--- src/rlsp_pkg.sv ---
package rlsp_pkg;

  // Parser position within the byte stream.
  typedef enum logic [1:0] {
    PH_REG     = 2'd0,
    PH_DATA    = 2'd1,
    PH_WAIT_HI = 2'd2,
    PH_WAIT_LO = 2'd3
  } phase_t;

  // Command kinds handed from the parser to the output sequencer.
  typedef enum logic [1:0] {
    CMD_WRITE   = 2'd0,
    CMD_WAIT    = 2'd1,
    CMD_SILENCE = 2'd2
  } cmd_kind_t;

  // Result actions on the output stream.
  localparam logic ACT_WRITE = 1'b0;
  localparam logic ACT_WAIT  = 1'b1;

  // Input item kinds.
  localparam logic KIND_BYTE  = 1'b0;
  localparam logic KIND_START = 1'b1;

  // Chip types selected by the configuration register.
  localparam logic [1:0] CHIP_TYPE0 = 2'd0;
  localparam logic [1:0] CHIP_TYPE1 = 2'd1;
  localparam logic [1:0] CHIP_TYPE2 = 2'd2;
  localparam logic [1:0] CHIP_TYPE3 = 2'd3;

  // Special register numbers in the stream.
  localparam logic [7:0] REG_FRAME_END = 8'd254;
  localparam logic [7:0] REG_TRACK_END = 8'd255;

  // Slack added to a late wait target.
  localparam logic [15:0] WAIT_SLACK = 16'd8;

  // Silence sequences are at most five writes long.
  localparam int unsigned SIL_IDX_W = 3;

  // One queued command.
  typedef struct packed {
    cmd_kind_t   kind;
    logic [7:0]  addr;
    logic [7:0]  data;
    logic [15:0] target;
    logic        over;
  } cmd_t;

  // Number of writes in the silence sequence of a chip type.
  function automatic logic [SIL_IDX_W-1:0] silence_len(input logic [1:0] chip);
    logic [SIL_IDX_W-1:0] n;
    unique case (chip)
      CHIP_TYPE0: n = 3'd5;
      CHIP_TYPE1: n = 3'd4;
      CHIP_TYPE2: n = 3'd4;
      CHIP_TYPE3: n = 3'd1;
      default:    n = 3'd1;
    endcase
    return n;
  endfunction

  // Register address of one silence write.
  function automatic logic [7:0] silence_addr(input logic [1:0] chip,
                                              input logic [SIL_IDX_W-1:0] idx);
    logic [7:0] a;
    a = 8'd0;
    unique case (chip)
      CHIP_TYPE0: begin
        unique case (idx)
          3'd0:    a = 8'd24;
          3'd1:    a = 8'd23;
          3'd2:    a = 8'd4;
          3'd3:    a = 8'd11;
          default: a = 8'd18;
        endcase
      end
      CHIP_TYPE1: a = 8'd0;
      CHIP_TYPE2: a = 8'd7 + {5'd0, idx};
      default:    a = 8'd15;
    endcase
    return a;
  endfunction

  // Data byte of one silence write.
  function automatic logic [7:0] silence_data(input logic [1:0] chip,
                                              input logic [SIL_IDX_W-1:0] idx);
    logic [7:0] d;
    d = 8'd0;
    unique case (chip)
      CHIP_TYPE0: d = (idx == 3'd0) ? 8'd128 : 8'd0;
      CHIP_TYPE1: begin
        unique case (idx)
          3'd0:    d = 8'b1001_1111;
          3'd1:    d = 8'b1011_1111;
          3'd2:    d = 8'b1101_1111;
          default: d = 8'b1111_1111;
        endcase
      end
      default:    d = 8'd0;
    endcase
    return d;
  endfunction

endpackage

--- src/rlsp_front.sv ---
module rlsp_front (
  input  logic                clk,
  input  logic                rst_n,
  input  logic                accept,
  input  logic                kind,
  input  logic [7:0]          stream_byte,
  input  logic [15:0]         timer_count,
  output logic                push,
  output rlsp_pkg::cmd_t      cmd
);

  rlsp_pkg::phase_t phase_r, phase_nxt;
  logic             playing_r, playing_nxt;
  logic [7:0]       held_reg_r, held_reg_nxt;
  logic [7:0]       wait_hi_r, wait_hi_nxt;
  logic [15:0]      wait_cnt;

  // Parser state registers.
  always_ff @(posedge clk) begin
    if (!rst_n) begin
      phase_r    <= rlsp_pkg::PH_REG;
      playing_r  <= 1'b0;
      held_reg_r <= 8'd0;
      wait_hi_r  <= 8'd0;
    end else begin
      phase_r    <= phase_nxt;
      playing_r  <= playing_nxt;
      held_reg_r <= held_reg_nxt;
      wait_hi_r  <= wait_hi_nxt;
    end
  end

  assign wait_cnt = {wait_hi_r, stream_byte};

  // Classify each accepted transaction and build its command.
  always_comb begin
    phase_nxt    = phase_r;
    playing_nxt  = playing_r;
    held_reg_nxt = held_reg_r;
    wait_hi_nxt  = wait_hi_r;
    push         = 1'b0;
    cmd.kind     = rlsp_pkg::CMD_WRITE;
    cmd.addr     = held_reg_r;
    cmd.data     = stream_byte;
    cmd.target   = wait_cnt;
    cmd.over     = 1'b0;
    if (accept) begin
      if (kind == rlsp_pkg::KIND_START) begin
        phase_nxt   = rlsp_pkg::PH_REG;
        playing_nxt = 1'b1;
        push        = 1'b1;
        cmd.kind    = rlsp_pkg::CMD_SILENCE;
      end else if (playing_r) begin
        unique case (phase_r)
          rlsp_pkg::PH_REG: begin
            held_reg_nxt = stream_byte;
            phase_nxt    = rlsp_pkg::PH_DATA;
          end
          rlsp_pkg::PH_DATA: begin
            if (held_reg_r == rlsp_pkg::REG_TRACK_END) begin
              phase_nxt   = rlsp_pkg::PH_REG;
              playing_nxt = 1'b0;
              push        = 1'b1;
              cmd.kind    = rlsp_pkg::CMD_SILENCE;
              cmd.over    = 1'b1;
            end else if (held_reg_r == rlsp_pkg::REG_FRAME_END) begin
              phase_nxt = rlsp_pkg::PH_WAIT_HI;
            end else begin
              phase_nxt = rlsp_pkg::PH_REG;
              push      = 1'b1;
            end
          end
          rlsp_pkg::PH_WAIT_HI: begin
            wait_hi_nxt = stream_byte;
            phase_nxt   = rlsp_pkg::PH_WAIT_LO;
          end
          default: begin
            // Wait command; a late frame aims a little past the current timer value.
            phase_nxt = rlsp_pkg::PH_REG;
            push      = 1'b1;
            cmd.kind  = rlsp_pkg::CMD_WAIT;
            if (timer_count > wait_cnt) begin
              cmd.target = timer_count + rlsp_pkg::WAIT_SLACK;
            end
          end
        endcase
      end
    end
  end

endmodule

--- src/rlsp_queue.sv ---
module rlsp_queue #(
  parameter int unsigned DEPTH = 4
) (
  input  logic           clk,
  input  logic           rst_n,
  input  logic           push,
  input  rlsp_pkg::cmd_t push_cmd,
  input  logic           pop,
  output logic           full,
  output logic           head_valid,
  output rlsp_pkg::cmd_t head_cmd
);

  localparam int unsigned PTR_W = (DEPTH > 1) ? $clog2(DEPTH) : 1;
  localparam int unsigned CNT_W = $clog2(DEPTH + 1);
  localparam logic [PTR_W-1:0] LAST_PTR = PTR_W'(DEPTH - 1);
  localparam logic [CNT_W-1:0] FULL_CNT = CNT_W'(DEPTH);

  rlsp_pkg::cmd_t   slot_r [DEPTH];
  logic [PTR_W-1:0] wr_ptr_r, rd_ptr_r;
  logic [CNT_W-1:0] count_r;
  logic             do_push, do_pop;

  assign full       = (count_r == FULL_CNT);
  assign head_valid = (count_r != '0);
  assign head_cmd   = slot_r[rd_ptr_r];
  assign do_push    = push && !full;
  assign do_pop     = pop && head_valid;

  // Command storage.
  always_ff @(posedge clk) begin
    if (do_push) begin
      slot_r[wr_ptr_r] <= push_cmd;
    end
  end

  // Pointers and fill count.
  always_ff @(posedge clk) begin
    if (!rst_n) begin
      wr_ptr_r <= '0;
      rd_ptr_r <= '0;
      count_r  <= '0;
    end else begin
      if (do_push) begin
        wr_ptr_r <= (wr_ptr_r == LAST_PTR) ? '0 : wr_ptr_r + 1'b1;
      end
      if (do_pop) begin
        rd_ptr_r <= (rd_ptr_r == LAST_PTR) ? '0 : rd_ptr_r + 1'b1;
      end
      if (do_push && !do_pop) begin
        count_r <= count_r + 1'b1;
      end else if (do_pop && !do_push) begin
        count_r <= count_r - 1'b1;
      end
    end
  end

endmodule

--- src/rlsp_back.sv ---
module rlsp_back (
  input  logic           clk,
  input  logic           rst_n,
  input  logic [1:0]     chip_select,
  input  logic           head_valid,
  input  rlsp_pkg::cmd_t head_cmd,
  output logic           pop,
  output logic           out_valid,
  input  logic           out_ready,
  output logic           action,
  output logic [7:0]     reg_addr,
  output logic [7:0]     reg_data,
  output logic [15:0]    wait_target,
  output logic           track_over,
  output logic           last
);

  localparam int unsigned IW = rlsp_pkg::SIL_IDX_W;

  logic          valid_r, valid_nxt;
  logic [IW-1:0] idx_r, idx_nxt;
  logic          load;
  logic          act_nxt, over_nxt, last_nxt;
  logic [7:0]    addr_nxt, data_nxt;
  logic [15:0]   target_nxt;
  logic          act_r, over_r, last_r;
  logic [7:0]    addr_r, data_r;
  logic [15:0]   target_r;

  // The output register takes a new result when empty or being drained.
  assign load = !valid_r || out_ready;

  // Expand the head command into results, one per cycle while the output register can load.
  always_comb begin
    valid_nxt  = valid_r;
    idx_nxt    = idx_r;
    pop        = 1'b0;
    act_nxt    = rlsp_pkg::ACT_WRITE;
    addr_nxt   = head_cmd.addr;
    data_nxt   = head_cmd.data;
    target_nxt = 16'd0;
    over_nxt   = 1'b0;
    last_nxt   = 1'b1;
    if (load) begin
      valid_nxt = head_valid;
      if (head_valid) begin
        unique case (head_cmd.kind)
          rlsp_pkg::CMD_WRITE: begin
            pop = 1'b1;
          end
          rlsp_pkg::CMD_WAIT: begin
            pop        = 1'b1;
            act_nxt    = rlsp_pkg::ACT_WAIT;
            addr_nxt   = 8'd0;
            data_nxt   = 8'd0;
            target_nxt = head_cmd.target;
          end
          default: begin
            // Silence burst: step through the chip's table.
            addr_nxt = rlsp_pkg::silence_addr(chip_select, idx_r);
            data_nxt = rlsp_pkg::silence_data(chip_select, idx_r);
            over_nxt = head_cmd.over;
            last_nxt = (idx_r == rlsp_pkg::silence_len(chip_select) - 1'b1);
            if (last_nxt) begin
              pop     = 1'b1;
              idx_nxt = '0;
            end else begin
              idx_nxt = idx_r + 1'b1;
            end
          end
        endcase
      end
    end
  end

  // Control registers.
  always_ff @(posedge clk) begin
    if (!rst_n) begin
      valid_r <= 1'b0;
      idx_r   <= '0;
    end else begin
      valid_r <= valid_nxt;
      idx_r   <= idx_nxt;
    end
  end

  // Result payload register.
  always_ff @(posedge clk) begin
    if (load && head_valid) begin
      act_r    <= act_nxt;
      addr_r   <= addr_nxt;
      data_r   <= data_nxt;
      target_r <= target_nxt;
      over_r   <= over_nxt;
      last_r   <= last_nxt;
    end
  end

  assign out_valid   = valid_r;
  assign action      = act_r;
  assign reg_addr    = addr_r;
  assign reg_data    = data_r;
  assign wait_target = target_r;
  assign track_over  = over_r;
  assign last        = last_r;

endmodule

--- src/register_log_stream_player.sv ---
// A command is registered in the command queue, and its results in the output register.
// Throughput: one input transaction per cycle while the queue is not full; one result per
// cycle while out_tready is high. A start or end-of-track transaction expands into one to
// five results, paced by the output sequencer; the command queue absorbs bursts until full.
// Reset (rst_n low, synchronous) clears the parser, queue and output register,
// leaves playback disarmed and sets the chip type to zero.
module register_log_stream_player #(
  parameter int unsigned QUEUE_DEPTH = 4
) (
  input  logic        clk,
  input  logic        rst_n,
  // Configuration
  input  logic        cfg_wr_en,
  input  logic [1:0]  cfg_wr_data,   // chip_select
  // Input stream
  input  logic        in_tvalid,
  output logic        in_tready,
  input  logic [23:0] in_tdata,      // [7:0] stream_byte, [23:8] timer_count
  input  logic        in_tuser,      // [0] kind
  // Result stream
  output logic        out_tvalid,
  input  logic        out_tready,
  output logic [31:0] out_tdata,     // [7:0] reg_addr, [15:8] reg_data, [31:16] wait_target
  output logic [1:0]  out_tuser,     // [0] action, [1] track_over
  output logic        out_tlast
);

  logic [1:0]     chip_sel_r;
  logic           in_accept;
  logic           push, pop, q_full, head_valid;
  rlsp_pkg::cmd_t push_cmd, head_cmd;
  logic           action, track_over;
  logic [7:0]     reg_addr, reg_data;
  logic [15:0]    wait_target;

  // Chip type register.
  always_ff @(posedge clk) begin
    if (!rst_n) begin
      chip_sel_r <= rlsp_pkg::CHIP_TYPE0;
    end else if (cfg_wr_en) begin
      chip_sel_r <= cfg_wr_data;
    end
  end

  assign in_tready = !q_full;
  assign in_accept = in_tvalid && in_tready;

  rlsp_front u_front (
    .clk         (clk),
    .rst_n       (rst_n),
    .accept      (in_accept),
    .kind        (in_tuser),
    .stream_byte (in_tdata[7:0]),
    .timer_count (in_tdata[23:8]),
    .push        (push),
    .cmd         (push_cmd)
  );

  rlsp_queue #(
    .DEPTH (QUEUE_DEPTH)
  ) u_queue (
    .clk        (clk),
    .rst_n      (rst_n),
    .push       (push),
    .push_cmd   (push_cmd),
    .pop        (pop),
    .full       (q_full),
    .head_valid (head_valid),
    .head_cmd   (head_cmd)
  );

  rlsp_back u_back (
    .clk         (clk),
    .rst_n       (rst_n),
    .chip_select (chip_sel_r),
    .head_valid  (head_valid),
    .head_cmd    (head_cmd),
    .pop         (pop),
    .out_valid   (out_tvalid),
    .out_ready   (out_tready),
    .action      (action),
    .reg_addr    (reg_addr),
    .reg_data    (reg_data),
    .wait_target (wait_target),
    .track_over  (track_over),
    .last        (out_tlast)
  );

  // Pack the result fields onto the stream.
  assign out_tdata = {wait_target, reg_data, reg_addr};
  assign out_tuser = {track_over, action};

endmodule

--- config.mk ---
export PLATFORM = sky130hd
export DESIGN_NAME = register_log_stream_player
export DESIGN_NICKNAME = d
export VERILOG_FILES = /design/src/rlsp_pkg.sv /design/src/rlsp_front.sv /design/src/rlsp_queue.sv /design/src/rlsp_back.sv /design/src/register_log_stream_player.sv
export SDC_FILE = /design/constraint.sdc
export NUM_CORES = 1
export LEC_CHECK = 0
export ABC_AREA = 1
export BUFFER_PORTS_ARGS = -buffer_cell sky130_fd_sc_hd__buf_2
export CAP_MARGIN = 20
export CORE_MARGIN = 5
export CORE_UTILIZATION = 55
export CTS_CLUSTER_SIZE = 30
export DETAILED_ROUTE_END_ITERATION = 16
export PLACE_DENSITY = 0.74
export SLEW_MARGIN = 10
export SYNTH_ARGS = -nofsm -noshare
export SYNTH_HDL_FRONTEND = slang
export SYNTH_SLANG_ARGS = --single-unit
export TNS_END_PERCENT = 50
--- constraint.sdc ---
create_clock -name clk -period 7 [get_ports clk]
set_clock_uncertainty 0.15 [all_clocks]
set_input_delay 0.7 -clock clk [delete_from_list [all_inputs] [get_ports clk]]
set_output_delay 0.7 -clock clk [all_outputs]
set_load 0.02 [all_outputs]
==> run summary <==
status = finished, final reports clean
critical path fanouts, max = 40
layout cell share with drive strength beyond 1 = 0.160
CTS Hold Bufs = 0
post-CTS resize count = 0
multi-input logic area = 2980 um^2
Worst Max-Slew Pin Slew = 0.939 ns
mean area per synthesized cell = 10.8 um^2
filler instances = 1,280
Ys Warns = 0
P per Cell Area = 392 nW/um^2
initial antenna violation count = 0
DP Wirelength = 12,300 um
Reg2Reg Depth = 10
LEAKAGE = 4.13 nW
register-to-register setup slack = 4.06 ns
worst hold endpoint = chip_sel_r[1]
min Tclk post-route = 2.94 ns
Post-Syn Nets = 936
final hold vios = 0
width of the die = 140 um
kind of critical path = reg2reg
Crit Reg-Reg Endpoint = u_queue.count_r[1]
CTS sink count = 209
DRT iter0 DRCs = 616
MaxCap Viol Count = 0
CP required = 7.24 ns
max-slew violations = 0
HP Start = cfg_wr_en
vias = 6,366
Overflow after GRT = 0
unrepaired setup endpoints after global routing = false
CTS H-tree lvls = 1
total CTS buffers = 22
Critical Path AT = 3.17 ns
Post-CTS Setup Bufs = 0
Starting Density = 0.562
Clock Latency Late Sink = 0.50 ns
Final period util = 0.419
Clock transition at path regs = 0.06 ns
Die Footprint = 19,700 um^2
maximum clock path buffer count = 3
Initial DRT Pass Iterations = 7
Setup WS post-layout = 4.06 ns
Die Y = 140 um
Placed Instances = 1,130
routability cong. = 0.877
final instance area = 10,600 um^2
Cell Count, Final, Fillers Out = 1,171
largest net degree at the start of global routing = 72
CTS tree = built
cells after synthesis = 869
Storage cell area = 5940 um^2
CP endpoint kind = flop
DRT Wirelength = 19,700 um
Final setup viols = 0
sequential area share after synthesis = 0.635
maximum vdd drop = 0.205 mV
worst slack at placement = 3.72 ns
HP Class = in2reg
port buffer count = 68
drt wl/cell = 16.9 um
final core occ = 0.638
maximum clock rate = 0.341 GHz
# DRC = 0
Netlist cell types = 40
vias in the first global route = 6,387
Root Driver = clkbuf_16
Core Rows = 47
vias per inst = 5.44
Area growth, synth to finish = 13.7%
first-pass GRT wire length = 32,300 um
Ports = 69
Final nets = 1,002
all-layer global routing usage = 0.203
max_slew headroom = 0.373
Hold Path Depth = 3
dpl cell area = 9840 um^2
CP Launch Type = flop
Cell Area, Synth = 9350 um^2
ANT cells = 0
register bit total from synthesis = 209
setup_tns = 0 ns
remaining antenna violation count after routing = 0
total core area = 16,600 um^2
Worst R2R Start = u_queue.count_r[0]
worst max path at each step:
stage / startpoint / endpoint / slack, ns
floorplan: in_tvalid / u_queue.slot_r[3][0] / 3.85
global placement: out_tready / u_queue.count_r[2] / 3.76
detailed placement: out_tready / u_queue.count_r[2] / 3.72
CTS: u_queue.count_r[0] / u_queue.count_r[1] / 4.02
global route: u_queue.count_r[0] / u_queue.count_r[2] / 3.76
finish: u_queue.count_r[0] / u_queue.count_r[1] / 4.06
cells in the mapped netlist (all sizes together):
master  number  area (um^2)
dfxtp       34          681
edfxtp     175         5260
nor2       143          559
xor2         9         78.8
a21o         1         7.51
inv         69          262
nand3       52          288
nand4        3         33.8
o221ai       1         8.76
o21a         1         7.51
buf         18          135
clkinv       1         3.75
or2          1         6.26
o22ai       10         62.6
a21oi       55          309
nor3         5         30.0
a211oi       1         7.51
fa           1         20.0
nand2      136          558
clkbuf      15         57.6
ha          34          425
xnor2        4         35.0
o211ai       1         7.51
o21ai       99          507
power breakdown:
part | switching, W | total [W] | internal [W]
Sequential | 0.0000636 | 0.00167 | 0.00160
Clock | 0.000461 | 0.00119 | 0.000731
Combinational | 0.000934 | 0.00130 | 0.000367
Total | 0.00146 | 0.00416 | 0.00270
cell families (layout without fill, tap and decap cells):
logic type	after synthesis	in the layout	synth area share
adders and majority gates	35	35	0.0477
and+or+nand+nor	340	340	0.158
DFF	209	209	0.635
xor gates and xnor gates	13	13	0.0122
buffers and inverters	103	185	0.0490
AOI/OAI and AO/OA	169	169	0.0981
worst max-delay path, stage by stage, from the launching register on:
cell	delay [ns]
dfxtp_1	0.39
inv_1	0.09
nand3_1	0.11
o21ai_2	0.15
inv_2	0.71
nand2_1	0.25
ha_1	0.27
inv_1	0.10
fa_1	0.41
o21ai_0	0.14
a21oi_1	0.05
routing by layer:
| metal | share of wire | global-route usage | wire (um) | vias to the layer above |
|---|---|---|---|---|
| met4 | 0.022 | 0.0592 | 437 | 0 |
| li1 | - | - | - | 3119 |
| met3 | 0.071 | 0.0273 | 1400 | 34 |
| met5 | 0 | 0 | 0 | - |
| met1 | 0.44 | 0.280 | 8590 | 2999 |
| met2 | 0.47 | 0.339 | 9310 | 214 |
final cells by class:
cell class | instances | share of cell area
inverters | 70 | 0.0250
multi-input cells | 557 | 0.281
clock buffers | 33 | 0.0624
well taps | 220 | 0.0259
repair buffers | 75 | 0.0382
flip-flops and latches | 209 | 0.559
clock inverters | 7 | 0.00895
per-stage QoR:
step / total power, W / hold WS, ns
floorplan: 0.00263 / 0.298
global placement: 0.00297 / 0.320
detailed placement: 0.00300 / 0.331
CTS: 0.00419 / 0.322
global route: 0.00441 / 0.355
finish: 0.00416 / 0.324
flip-flops by register name, summed over array words and instances (netlist names), 3 cells and up, named ones only:
signal              flops
u_back.idx_r            3
u_back.reg_addr         8
u_back.reg_data         8
u_back.wait_target     16
u_front.held_reg_r      8
u_front.wait_hi_r       8
u_queue.count_r         3
u_queue.slot_r        140
cells in the final DEF (no fill, tap or decap), drive strengths merged:
cell	Yosys	layout
clkinvlp	0	1
clkinv	1	4
or2	1	1
o211ai	1	1
o21ai	99	99
a21o	1	1
o22ai	10	10
edfxtp	175	175
nand4	3	3
dfxtp	34	34
fa	1	1
ha	34	34
a211oi	1	1
o221ai	1	1
o21a	1	1
xor2	9	9
nor3	5	5
buf	18	75
nand2	136	136
a21oi	55	55
xnor2	4	4
nand3	52	52
nor2	143	143
bufinv	0	2
inv	69	70
clkbuf	15	33
Power figures use the tool's default switching activity.
